**src/design/uhid_pkg.sv**
```systemverilog
package uhid_pkg;

    // report identifiers
    localparam logic [7:0] RID_STATUS  = 8'h06;
    localparam logic [7:0] RID_BATTERY = 8'h0C;
    localparam logic [7:0] RID_MAINS   = 8'h13;
    localparam logic [7:0] RID_OUT_V   = 8'h14;
    localparam logic [7:0] RID_FLAGS   = 8'h16;
    localparam logic [7:0] RID_IN_V    = 8'h21;

    // quantity kinds
    localparam logic [3:0] KIND_NONE    = 4'd0;
    localparam logic [3:0] KIND_CHARGE  = 4'd1;
    localparam logic [3:0] KIND_RUNTIME = 4'd2;
    localparam logic [3:0] KIND_BATT_MV = 4'd3;
    localparam logic [3:0] KIND_MAINS   = 4'd4;
    localparam logic [3:0] KIND_OUT_MV  = 4'd5;
    localparam logic [3:0] KIND_FLAGS   = 4'd6;
    localparam logic [3:0] KIND_LOAD    = 4'd7;
    localparam logic [3:0] KIND_IN_MV   = 4'd8;

    // status codes
    localparam logic [1:0] ST_UNKNOWN = 2'd0;
    localparam logic [1:0] ST_OB      = 2'd1;
    localparam logic [1:0] ST_LB      = 2'd2;
    localparam logic [1:0] ST_OL      = 2'd3;

    localparam logic [31:0] FLAG_LB_MASK = 32'h0000_0002;

    localparam int MAX_ITEMS   = 3;
    localparam int ITEM_IDX_W  = 2;
    localparam int MV_W        = 18;
    localparam int COUNT_W     = 8;
    localparam int QUEUE_DEPTH = 2;

    localparam logic [MV_W-1:0]    TRK_WINDOW = 18'd5000;
    localparam logic [COUNT_W-1:0] COUNT_MAX  = 8'd255;

    // one decoded report, as handed from front to back
    typedef struct packed {
        logic                                ok;
        logic [1:0]                          status;
        logic [ITEM_IDX_W-1:0]               num_items;   // 1..3
        logic [MAX_ITEMS-1:0][3:0]           kind;
        logic [MAX_ITEMS-1:0][31:0]          value;
        logic                                trk;         // item 0 goes through tracker
        logic [MV_W-1:0]                     trk_mv;
    } entry_t;

    // whole volts in 90..150 or 200..260
    function automatic logic mv_plausible(input logic [31:0] mv);
        mv_plausible = (mv inside {[32'd90000:32'd150999], [32'd200000:32'd260999]});
    endfunction

endpackage

```
**src/design/uhid_rpt_if.sv**
```systemverilog
interface uhid_rpt_if;
    logic       valid;
    logic       ready;
    logic [6:0] report_length;
    logic [7:0] report_id;
    logic [7:0] byte1;
    logic [7:0] byte2;
    logic [7:0] byte3;
    logic [7:0] byte4;

    modport source (output valid, report_length, report_id, byte1, byte2, byte3, byte4,
                    input ready);
    modport sink   (input valid, report_length, report_id, byte1, byte2, byte3, byte4,
                    output ready);
endinterface

```
**src/design/uhid_res_if.sv**
```systemverilog
interface uhid_res_if;
    logic        valid;
    logic        ready;
    logic        accepted;
    logic [3:0]  quantity_kind;
    logic [31:0] quantity_value;
    logic [1:0]  unit_status;
    logic        last_of_report;

    modport source (output valid, accepted, quantity_kind, quantity_value, unit_status,
                    last_of_report, input ready);
    modport sink   (input valid, accepted, quantity_kind, quantity_value, unit_status,
                    last_of_report, output ready);
endinterface

```
**src/design/uhid_front.sv**
```systemverilog
module uhid_front
    import uhid_pkg::*;
(
    input  logic [6:0] report_length,
    input  logic [7:0] report_id,
    input  logic [7:0] byte1,
    input  logic [7:0] byte2,
    input  logic [7:0] byte3,
    input  logic [7:0] byte4,
    output entry_t     entry
);

    logic [15:0] raw16;
    logic [31:0] flags;
    logic [31:0] ov_c0, ov_c1, ov_c2;
    logic [31:0] iv_c0, iv_c1, iv_c2;

    assign raw16 = {byte2, byte1};
    assign flags = {byte4, byte3, byte2, byte1};

    // output voltage scale candidates, in priority order
    assign ov_c0 = 32'(raw16) * 32'd1000;
    assign ov_c1 = 32'(raw16) * 32'd100;
    assign ov_c2 = 32'(raw16) * 32'd10;

    // input voltage scale candidates
    assign iv_c0 = 32'(byte1) * 32'd1000;
    assign iv_c1 = 32'(byte1) * 32'd10000;
    assign iv_c2 = 32'(byte1) * 32'd20000;

    always_comb
    begin
        logic [15:0] rt_raw;
        rt_raw          = {byte3, byte2};
        entry           = '0;
        entry.status    = ST_OL;
        entry.num_items = ITEM_IDX_W'(1);
        if (report_length != 7'd0)
        begin
            case (report_id)
                RID_STATUS:
                begin
                    entry.ok = (report_length >= 7'd4);
                end
                RID_BATTERY:
                begin
                    if (report_length >= 7'd4)
                    begin
                        entry.ok        = 1'b1;
                        entry.kind[0]   = KIND_CHARGE;
                        entry.value[0]  = 32'(byte1);
                        entry.kind[1]   = KIND_RUNTIME;
                        entry.value[1]  = 32'(rt_raw);
                        entry.num_items = ITEM_IDX_W'(2);
                        if (rt_raw inside {[16'd800:16'd20000]})
                        begin
                            entry.kind[2]   = KIND_BATT_MV;
                            entry.value[2]  = 32'(rt_raw) * 32'd10;
                            entry.num_items = ITEM_IDX_W'(3);
                        end
                    end
                end
                RID_MAINS:
                begin
                    if (report_length >= 7'd2)
                    begin
                        entry.ok       = 1'b1;
                        entry.kind[0]  = KIND_MAINS;
                        entry.value[0] = {31'd0, (byte1 != 8'd0)};
                        if (byte1 == 8'd0)
                            entry.status = ST_OB;
                    end
                end
                RID_OUT_V:
                begin
                    if (report_length >= 7'd3)
                    begin
                        entry.ok = 1'b1;
                        if (mv_plausible(ov_c0))
                        begin
                            entry.trk    = 1'b1;
                            entry.trk_mv = ov_c0[MV_W-1:0];
                        end
                        else if (mv_plausible(ov_c1))
                        begin
                            entry.trk    = 1'b1;
                            entry.trk_mv = ov_c1[MV_W-1:0];
                        end
                        else if (mv_plausible(ov_c2))
                        begin
                            entry.trk    = 1'b1;
                            entry.trk_mv = ov_c2[MV_W-1:0];
                        end
                    end
                end
                RID_FLAGS:
                begin
                    if (report_length >= 7'd5)
                    begin
                        entry.ok       = 1'b1;
                        entry.kind[0]  = KIND_FLAGS;
                        entry.value[0] = flags;
                        if (byte1 <= 8'd100)
                        begin
                            entry.kind[1]   = KIND_LOAD;
                            entry.value[1]  = 32'(byte1);
                            entry.num_items = ITEM_IDX_W'(2);
                        end
                        if ((flags & FLAG_LB_MASK) != 32'd0)
                            entry.status = ST_LB;
                    end
                end
                RID_IN_V:
                begin
                    if (report_length >= 7'd2)
                    begin
                        entry.ok = 1'b1;
                        if (mv_plausible(iv_c0))
                        begin
                            entry.kind[0]  = KIND_IN_MV;
                            entry.value[0] = iv_c0;
                        end
                        else if (mv_plausible(iv_c1))
                        begin
                            entry.kind[0]  = KIND_IN_MV;
                            entry.value[0] = iv_c1;
                        end
                        else if (mv_plausible(iv_c2))
                        begin
                            entry.kind[0]  = KIND_IN_MV;
                            entry.value[0] = iv_c2;
                        end
                    end
                end
                default:
                begin
                    entry.ok = 1'b0;
                end
            endcase
        end
        // rejected: a single all-zero beat
        if (!entry.ok)
        begin
            entry           = '0;
            entry.status    = ST_UNKNOWN;
            entry.num_items = ITEM_IDX_W'(1);
        end
    end

endmodule

```
**src/design/uhid_queue.sv**
```systemverilog
module uhid_queue
    import uhid_pkg::*;
(
    input  logic   clk,
    input  logic   rst_n,
    input  logic   push,
    input  entry_t push_entry,
    output logic   full,
    input  logic   pop,
    output logic   head_valid,
    output entry_t head_entry
);

    localparam int PTR_W = $clog2(QUEUE_DEPTH);
    localparam int CNT_W = $clog2(QUEUE_DEPTH + 1);

    entry_t           mem_reg [QUEUE_DEPTH];
    logic [PTR_W-1:0] wr_ptr_reg, wr_ptr_next;
    logic [PTR_W-1:0] rd_ptr_reg, rd_ptr_next;
    logic [CNT_W-1:0] count_reg, count_next;

    assign full       = (count_reg == CNT_W'(QUEUE_DEPTH));
    assign head_valid = (count_reg != '0);
    assign head_entry = mem_reg[rd_ptr_reg];

    always_comb
    begin
        wr_ptr_next = wr_ptr_reg;
        rd_ptr_next = rd_ptr_reg;
        count_next  = count_reg;
        if (push)
            wr_ptr_next = (wr_ptr_reg == PTR_W'(QUEUE_DEPTH - 1)) ? '0 : wr_ptr_reg + 1'b1;
        if (pop)
            rd_ptr_next = (rd_ptr_reg == PTR_W'(QUEUE_DEPTH - 1)) ? '0 : rd_ptr_reg + 1'b1;
        if (push && !pop)
            count_next = count_reg + 1'b1;
        else if (pop && !push)
            count_next = count_reg - 1'b1;
    end

    always_ff @(posedge clk or negedge rst_n)
    begin
        if (!rst_n)
        begin
            wr_ptr_reg <= '0;
            rd_ptr_reg <= '0;
            count_reg  <= '0;
        end
        else
        begin
            wr_ptr_reg <= wr_ptr_next;
            rd_ptr_reg <= rd_ptr_next;
            count_reg  <= count_next;
        end
    end

    always_ff @(posedge clk)
    begin
        if (push)
            mem_reg[wr_ptr_reg] <= push_entry;
    end

endmodule

```
**src/design/uhid_back.sv**
```systemverilog
module uhid_back
    import uhid_pkg::*;
(
    input  logic        clk,
    input  logic        rst_n,
    input  logic        head_valid,
    input  entry_t      head_entry,
    output logic        pop,
    uhid_res_if.source  res
);

    logic                  out_valid_reg;
    logic                  out_acc_reg;
    logic [3:0]            out_kind_reg;
    logic [31:0]           out_value_reg;
    logic [1:0]            out_status_reg;
    logic                  out_last_reg;

    logic [ITEM_IDX_W-1:0] idx_reg, idx_next;

    logic                  trk_seen_reg, trk_seen_next;
    logic [MV_W-1:0]       trk_last_reg, trk_last_next;
    logic [COUNT_W-1:0]    trk_count_reg, trk_count_next;

    logic                  load;
    logic                  is_last;
    logic                  use_trk;
    logic                  confirm;
    logic [MV_W-1:0]       diff;
    logic [3:0]            item_kind;
    logic [31:0]           item_value;

    assign load    = head_valid && (!out_valid_reg || res.ready);
    assign is_last = (idx_reg == head_entry.num_items - 1'b1);
    assign pop     = load && is_last;
    assign use_trk = head_entry.trk && (idx_reg == '0);

    assign diff = (trk_last_reg > head_entry.trk_mv) ? (trk_last_reg - head_entry.trk_mv)
                                                     : (head_entry.trk_mv - trk_last_reg);

    // repeat tracker: updated once, when item 0 of a tracked report is loaded
    always_comb
    begin
        trk_seen_next  = trk_seen_reg;
        trk_last_next  = trk_last_reg;
        trk_count_next = trk_count_reg;
        confirm        = 1'b0;
        if (load && use_trk)
        begin
            trk_seen_next = 1'b1;
            trk_last_next = head_entry.trk_mv;
            if (!trk_seen_reg)
                trk_count_next = COUNT_W'(1);
            else if (diff <= TRK_WINDOW)
                trk_count_next = (trk_count_reg < COUNT_MAX) ? trk_count_reg + 1'b1
                                                             : trk_count_reg;
            else
                trk_count_next = COUNT_W'(1);
            confirm = trk_seen_reg && (trk_count_next >= COUNT_W'(2));
        end
    end

    always_comb
    begin
        item_kind  = head_entry.kind[idx_reg];
        item_value = head_entry.value[idx_reg];
        if (use_trk)
        begin
            item_kind  = confirm ? KIND_OUT_MV : KIND_NONE;
            item_value = confirm ? 32'(head_entry.trk_mv) : 32'd0;
        end
        idx_next = idx_reg;
        if (load)
            idx_next = is_last ? '0 : idx_reg + 1'b1;
    end

    always_ff @(posedge clk or negedge rst_n)
    begin
        if (!rst_n)
        begin
            out_valid_reg <= 1'b0;
            idx_reg       <= '0;
            trk_seen_reg  <= 1'b0;
            trk_last_reg  <= '0;
            trk_count_reg <= '0;
        end
        else
        begin
            if (load)
                out_valid_reg <= 1'b1;
            else if (res.ready)
                out_valid_reg <= 1'b0;
            idx_reg       <= idx_next;
            trk_seen_reg  <= trk_seen_next;
            trk_last_reg  <= trk_last_next;
            trk_count_reg <= trk_count_next;
        end
    end

    always_ff @(posedge clk)
    begin
        if (load)
        begin
            out_acc_reg    <= head_entry.ok;
            out_kind_reg   <= item_kind;
            out_value_reg  <= item_value;
            out_status_reg <= head_entry.status;
            out_last_reg   <= is_last;
        end
    end

    assign res.valid          = out_valid_reg;
    assign res.accepted       = out_acc_reg;
    assign res.quantity_kind  = out_kind_reg;
    assign res.quantity_value = out_value_reg;
    assign res.unit_status    = out_status_reg;
    assign res.last_of_report = out_last_reg;

endmodule

```
**src/design/ups_hid_report_decoder.sv**
```systemverilog
// UPS HID report decoder.
// rpt (sink): one beat per HID interrupt report - length, identifier and
//   the first four payload bytes. Taken whenever the report queue has room.
// res (source): one beat per decoded quantity, 1 to 3 beats per report;
//   the final beat of a report has last_of_report set. Rejected reports
//   give a single all-zero beat with last_of_report set.
// Path: report beat into the queue, then queue head into the output register.
// Throughput: one result beat per cycle while res.ready is high, so a report
//   occupies the back end until its result beats (1..3) are out. Reports are accepted
//   back to back while the 2-entry queue between front and back has room.
// Reset: clears the queue, the output valid flag and the output-voltage
//   repeat tracker.
// Stall: when res.ready is low the output register holds its beat; the
//   back end stops, the queue fills and rpt.ready drops once it is full.
module ups_hid_report_decoder
    import uhid_pkg::*;
(
    input  logic       clk,
    input  logic       rst_n,
    uhid_rpt_if.sink   rpt,
    uhid_res_if.source res
);

    entry_t dec_entry;
    entry_t head_entry;
    logic   q_full;
    logic   q_push;
    logic   q_pop;
    logic   head_valid;

    // front: classify and decode the report
    uhid_front u_front (
        .report_length (rpt.report_length),
        .report_id     (rpt.report_id),
        .byte1         (rpt.byte1),
        .byte2         (rpt.byte2),
        .byte3         (rpt.byte3),
        .byte4         (rpt.byte4),
        .entry         (dec_entry)
    );

    assign rpt.ready = !q_full;
    assign q_push    = rpt.valid && !q_full;

    uhid_queue u_queue (
        .clk        (clk),
        .rst_n      (rst_n),
        .push       (q_push),
        .push_entry (dec_entry),
        .full       (q_full),
        .pop        (q_pop),
        .head_valid (head_valid),
        .head_entry (head_entry)
    );

    // back: tracker and beat serialization
    uhid_back u_back (
        .clk        (clk),
        .rst_n      (rst_n),
        .head_valid (head_valid),
        .head_entry (head_entry),
        .pop        (q_pop),
        .res        (res)
    );

endmodule

```
**src/flat_wrapper.sv**
```systemverilog
// flat-port wrapper written by rule: the top's interface ports become plain ports
module ups_hid_report_decoder_flat import uhid_pkg::*;
  (clk, rst_n, rpt_valid, rpt_report_length, rpt_report_id, rpt_byte1, rpt_byte2, rpt_byte3, rpt_byte4, rpt_ready, res_valid, res_accepted, res_quantity_kind, res_quantity_value, res_unit_status, res_last_of_report, res_ready);
  uhid_rpt_if rpt_i ();
  uhid_res_if res_i ();
  input  logic clk;
  input  logic rst_n;
  input wire logic [$bits(rpt_i.valid)-1:0] rpt_valid;
  input wire logic [$bits(rpt_i.report_length)-1:0] rpt_report_length;
  input wire logic [$bits(rpt_i.report_id)-1:0] rpt_report_id;
  input wire logic [$bits(rpt_i.byte1)-1:0] rpt_byte1;
  input wire logic [$bits(rpt_i.byte2)-1:0] rpt_byte2;
  input wire logic [$bits(rpt_i.byte3)-1:0] rpt_byte3;
  input wire logic [$bits(rpt_i.byte4)-1:0] rpt_byte4;
  output wire logic [$bits(rpt_i.ready)-1:0] rpt_ready;
  output wire logic [$bits(res_i.valid)-1:0] res_valid;
  output wire logic [$bits(res_i.accepted)-1:0] res_accepted;
  output wire logic [$bits(res_i.quantity_kind)-1:0] res_quantity_kind;
  output wire logic [$bits(res_i.quantity_value)-1:0] res_quantity_value;
  output wire logic [$bits(res_i.unit_status)-1:0] res_unit_status;
  output wire logic [$bits(res_i.last_of_report)-1:0] res_last_of_report;
  input wire logic [$bits(res_i.ready)-1:0] res_ready;
  assign rpt_i.valid = rpt_valid;
  assign rpt_i.report_length = rpt_report_length;
  assign rpt_i.report_id = rpt_report_id;
  assign rpt_i.byte1 = rpt_byte1;
  assign rpt_i.byte2 = rpt_byte2;
  assign rpt_i.byte3 = rpt_byte3;
  assign rpt_i.byte4 = rpt_byte4;
  assign rpt_ready = rpt_i.ready;
  assign res_valid = res_i.valid;
  assign res_accepted = res_i.accepted;
  assign res_quantity_kind = res_i.quantity_kind;
  assign res_quantity_value = res_i.quantity_value;
  assign res_unit_status = res_i.unit_status;
  assign res_last_of_report = res_i.last_of_report;
  assign res_i.ready = res_ready;
  ups_hid_report_decoder u_core (.clk(clk), .rst_n(rst_n), .rpt(rpt_i), .res(res_i));
endmodule
```
**config.mk**
```make
export PLATFORM = sky130hd
export DESIGN_NAME = ups_hid_report_decoder_flat
export DESIGN_NICKNAME = d
export VERILOG_FILES = /design/src/design/uhid_pkg.sv /design/src/design/uhid_rpt_if.sv /design/src/design/uhid_res_if.sv /design/src/design/uhid_front.sv /design/src/design/uhid_queue.sv /design/src/design/uhid_back.sv /design/src/design/ups_hid_report_decoder.sv /design/src/flat_wrapper.sv
export SDC_FILE = /design/constraint.sdc
export NUM_CORES = 1
export LEC_CHECK = 0
export BUFFER_PORTS_ARGS = -buffer_cell sky130_fd_sc_hd__clkbuf_2
export CORE_MARGIN = 4
export CORE_UTILIZATION = 50
export DETAILED_ROUTE_END_ITERATION = 10
export PLACE_DENSITY = 0.67
export SYNTH_ARGS = -nofsm -noshare
export SYNTH_HDL_FRONTEND = slang
export SYNTH_SLANG_ARGS = --single-unit
```
**constraint.sdc**
```tcl
create_clock -name clk -period 9.9 [get_ports clk]
set_clock_uncertainty 0.15 [all_clocks]
set_input_delay 1.98 -clock clk [delete_from_list [all_inputs] [get_ports clk]]
set_output_delay 1.98 -clock clk [all_outputs]
set_load 0.02 [all_outputs]
```
# --- Word-level counts from Yosys, hierarchy flattened ---
# Memories as Yosys holds them, arrays and structs flattened.
# Cells that the tools add are included.
totals:
  regBits: 74
  ram_bits: 264
  input_bits: 51
  output_inout_bits: 42
  word_cells: 177
  memories: 1
op_classes:
  add_sub_neg: 9
  mul: 7
  magnitude_cmp: 36
  n_eq_ne: 8
  muxes: 64
  n_reduce_logical: 39
memory_table:
  columns: ["memory", "words", "width", "rd", "rd_ports_with_merged_regs", "write_ports", "line_no", "text"]
  rows:
  - ["u_core.u_queue.mem_reg", 2, 132, 1, 0, 1, "uhid_queue.sv:17", "entry_t mem_reg [QUEUE_DEPTH];"]
op_table:
  columns: ["cell", "n"]
  rows:
  - ["132-bit 2-to-1 mux", 2]
  - ["32-bit case mux with 4 select lines", 1]
  - ["110-bit 2-to-1 mux", 1]
  - ["32-bit 2-to-1 mux", 3]
  - ["19-bit 2-to-1 mux", 5]
  - ["23-bit by 18-bit less-or-equal comparator with 1-bit output (second input constant)", 4]
  - ["23-bit 2-to-1 mux", 4]
  - ["32-bit binary-select mux with 2-bit select", 1]
  - ["32-bit case mux with 2 select lines", 1]
  - ["26-bit by 18-bit less-or-equal comparator with 1-bit output (second input constant)", 2]
  - ["23-bit by 17-bit >= comparator with 1-bit output (second input constant)", 2]
  - ["23-bit by 18-bit >= comparator with 1-bit output (second input constant)", 2]
  - ["22-bit by 18-bit less-or-equal comparator with 1-bit output (second input constant)", 2]
  - ["20-bit by 18-bit less-or-equal comparator with 1-bit output (second input constant)", 2]
  - ["40-bit 2-to-1 mux", 1]
  - ["8-bit 2-to-1 mux", 5]
  - ["16-bit by 3-bit multiplier with 19-bit output (second input constant)", 2]
  - ["18-bit less-or-equal comparator (second input constant)", 2]
  - ["8-bit by 10-bit multiplier with 18-bit output (second input constant)", 2]
  - ["18-bit 2-to-1 mux", 2]
  - ["18-bit subtractor", 2]
  - ["4-bit 2-to-1 mux", 7]
  - ["26-bit by 17-bit >= comparator with 1-bit output (second input constant)", 1]
  - ["26-bit by 18-bit >= comparator with 1-bit output (second input constant)", 1]
  - ["48 further kinds", 106]

# --- Logic depth before layout (Yosys ltp) ---
# An unclocked memory read counts as a cell.
depth:
  word_depth: 12
  depth_mapped: 23
  mapped_depth_nobuf: 21

# --- By module ---
# From an unflattened synthesis, not the netlist that was laid out.
hier_totals:
  hier_cells: 2482
  hier_area_um2: 26346.5
by_module_without_submodules:
  columns: ["module", "n_inst", "cells_per_inst", "area_each_um2", "seq_area_each_um2"]
  rows:
  - ["uhid_front", 1, 1378, 10580.1, 0.0]
  - ["uhid_queue", 1, 427, 9997.1, 8027.7]
  - ["uhid_back", 1, 675, 5759.3, 1951.9]
  - ["ups_hid_report_decoder", 1, 2, 10.0, 0.0]

# --- Worst setup path before layout ---
# No wires, ideal clock.
synth_path:
  kind: "input -> register"
  start: "in rpt_byte2[1]"
  end: "mem u_core.u_queue.mem_reg[0][5] in the netlist's numbering, data pin"
  setup_time_ps: 269
  arrival_ps: 7039
  t_required_ps: 9481
  path_slack_ps: 2442
  stages: 19
  n_path_buf: 1
  cell_sequence: "inv_1 fa_1 fa_1 fa_1 fa_1 inv_1 ha_1 a21o_1 a21oi_1 o21ai_0 and3_1 a2111oi_2 mux2i_1 or4_1 or3_1 a31o_1 buf_2 o21ai_1 a31oi_1"
synth_rtl:
  columns: ["element", "line_no", "text"]
  rows:
  - ["start, declared", "flat_wrapper.sv:12", "input wire logic [$bits(rpt_i.byte2)-1:0] rpt_byte2;"]
  - ["end, declared", "uhid_queue.sv:17", null]

==> out/qor.csv <==
metric,value,unit
Pre-Repair DR Iteration Count,6,
CTS Buf Count,27,
first-pass GRT wire length,89890,µm
pre-CTS WS,850.2,ps
min setup slack post-route,1279,ps
Die ar.,46500,µm²
Lkg Pwr,0.01009,µW
Largest register FFs,192,
Total Power,7380,µW
PortBufs,92,
"Async S/R FF share, synth",0.1245,
dpl hpwl,44620,µm
Syn Area/Cell,10.52,µm²
clk buf depth,3,
clk sinks,265,
register area,7796,µm²
largest net degree at the start of global routing,51,
drc violations,0,
Max-Slew Margin vs Limit,0.2274,
Worst-Skew Late Latency,550,ps
core area,42320,µm²
DIE WIDTH,215.6,µm
Ports,93,
number of flops mapped to enable cells by yosys,232,
GRT Resource Usage Total,0.2419,
clock period minus worst slack,8621,ps
yosys warns,0,
layout cells sized above 1,0.1021,
vias per cell,6.018,
WL/cell,21.18,µm
run status,"complete, no violations",
final instance area,23400,µm²
placed cell areas,22560,µm²
Seq cells post-synth,265,
crit-path max cell delay,890,ps
worst slew pin tran,1154,ps
Post-DRT Antenna Nets,0,
FMAX,116.0,MHz
post-synthesis cell count,2049,
Critical Path AT,8770,ps
Main synth FF type,edfxtp_1,
DR iter-0 viols,1418,
cells along the critical path,clkbuf_2 > inv_1 > ha_1 > ha_1 > inv_1 > fa_1 > fa_1 > inv_1 > ha_1 > nor2b_4 > o31a_1 > or2_2 > a221oi_1 > nor4bb_1 > a32oi_1 > nand2_1 > a31o_1 > nand2_1 > nor4_1,
period utilisation layout,0.8708,
Layout area overhead,8.526,%
placed cell count,2663,
RD Place Congestion,0.9144,
Max Cap Viol,0,
Finish-stage setup viols,0,
Mapped Area,21560,µm²
# Post-CTS Setup Buffers,0,
Initial Utilization,0.5094,
setup TNS,0,ps
crit path launch type,input port,
power per cell area,315.4,nW/µm²
Worst Path Max Fanout,31,
die height,215.6,µm
Antenna diodes,0,
maximum VDD drop,0.2942,mV
final instance count without filler cells,2712,
Hold Path Class,reg -> reg,
count of different cell masters after synthesis,100,
Max Transition Viols Final,0,
H-tree depth,1,
"Seq/Total Area, Yosys",0.3615,
Layout Nets,2487,
initial antenna violation count,1,
most frequent cells in the layout,"ha_1, edfxtp_1, inv_1",
number of fill cells,3708,
RSZ-0062 raised after global routing,false,
Critical path buffers and inverters,4,
Root Buffer,clkbuf_16,
number of global-route vias before repair,16070,
final hold viol count,0,
row count,75,
critical path's slowest cell,a31o_1,
"Reg clk slew, reported paths",60,ps
CP Data Required Time,10040,ps
area of the multi-input gates,12590,µm²
Post-CTS Resized,0,
Setup Crit Path Kind,in -> reg,
clock tree from TritonCTS,built,
Overflow after GRT,0,
critical path capture point type,flip-flop,
"leading cell type in the layout, fill and taps excluded",ha_1,
cell family with most CP delay,compound AO/OA/AOI/OAI gates,
WL final,57430,µm
via count,16320,
CTS Hold Buffers Added,0,
where the power goes:
part           switching (µW)  leakage (µW)  total, µW  internal [µW]
sequential                168       0.00266       1780           1610
combinational            2880       0.00701       4630           1750
clock                     425      0.000415        973            548
path summary, 6_finish.rpt:
kind	from	depth (start not counted)	slack (ps)	to
min in group asynchronous	rst_n	1	1420	u_core.u_back.trk_last_reg[14]$_DFFE_PN0P_
setup / recovery	rpt_byte1[0]	19	1280	u_core.u_queue.mem_reg[0][1]$_DFFE_PP_
setup reg to reg	u_core.u_queue.rd_ptr_reg$_DFFE_PN0P_	14	3410	u_core.u_back.res.quantity_value[2]$_DFFE_PP_
hold / removal	u_core.u_back.res.valid$_DFFE_PN0P_	2	360	u_core.u_back.res.valid$_DFFE_PN0P_
hold reg to reg	u_core.u_back.res.valid$_DFFE_PN0P_	2	360	u_core.u_back.res.valid$_DFFE_PN0P_
max in group asynchronous	rst_n	1	7470	u_core.u_queue.rd_ptr_reg$_DFFE_PN0P_
logic make-up (layout without fill, tap and decap cells):
| kind of cell | after synthesis | count (layout) | synth area share |
|---|---|---|---|
| compound gates | 509 | 509 | 0.1673 |
| simple gates | 496 | 496 | 0.1207 |
| fa+ha+maj | 321 | 321 | 0.2131 |
| buf+inv | 302 | 387 | 0.05560 |
| flops | 265 | 265 | 0.3615 |
| mux | 84 | 84 | 0.05282 |
| xor+xnor | 71 | 71 | 0.02885 |
| other cells | 1 | 2 | 0.0001739 |
tightest hold or removal path: stages (launching register included):
cell and delay [ps]:
dfrtp_1 350, nand2b_1 70, nand2_1 60
metal layers:
layer / up-vias / wire length [µm] / global-route usage
li1: 7671 / - / -
met1: 8052 / 24470 / 0.3274
met2: 506 / 27640 / 0.4080
met3: 93 / 3606 / 0.03615
met4: 0 / 1718 / 0.06678
met5: - / 0 / 0
cell usage after synthesis, types with 9 or more instances:
library cell,n,area [µm²]
nand3_1,29,145.1
nor2_1,123,461.7
edfxtp_1,232,6967
clkbuf_1,44,165.2
buf_2,16,80.08
a31oi_1,17,106.4
inv_1,230,863.3
a21oi_1,99,495.5
fa_1,77,1541
a22oi_1,22,165.2
mux4_2,23,518.0
o211ai_1,15,112.6
ha_1,244,3053
mux2i_1,53,530.5
nor3_1,37,185.2
a211oi_1,19,142.6
o21ai_1,23,115.1
xor2_1,26,227.7
dfrtp_1,33,825.8
nand2_1,95,356.6
o21a_1,31,232.7
nand2b_1,33,206.5
a22o_1,18,157.7
or3_1,19,118.9
o21ai_0,78,390.4
nor2b_1,17,106.4
or2_2,9,56.30
a21o_1,35,262.8
nand4_1,19,118.9
xnor2_1,45,394.1
and3_1,22,137.6
o21bai_1,13,97.59
a221o_1,24,240.2
and2_1,37,231.5
final cells by class:
cell class / count / share of cell area
Clock buffer: 33 / 0.03112
Clock inverter: 16 / 0.004813
Inverter: 230 / 0.03690
Multi-Input combinational cell: 1483 / 0.5383
Sequential cell: 265 / 0.3332
Tap cell: 577 / 0.03086
Timing Repair Buffer: 108 / 0.02481
metrics by stage:
step,utilization,hold WS (ps)
2_1_floorplan,-,298.3
3_3_place_gp,0.5329,338.0
3_5_place_dp,0.5329,355.2
4_1_cts,0.5528,369.3
5_1_grt,0.5528,394.3
6_report,0.5528,363.3
Note: power is estimated with default switching activity, not from simulation.
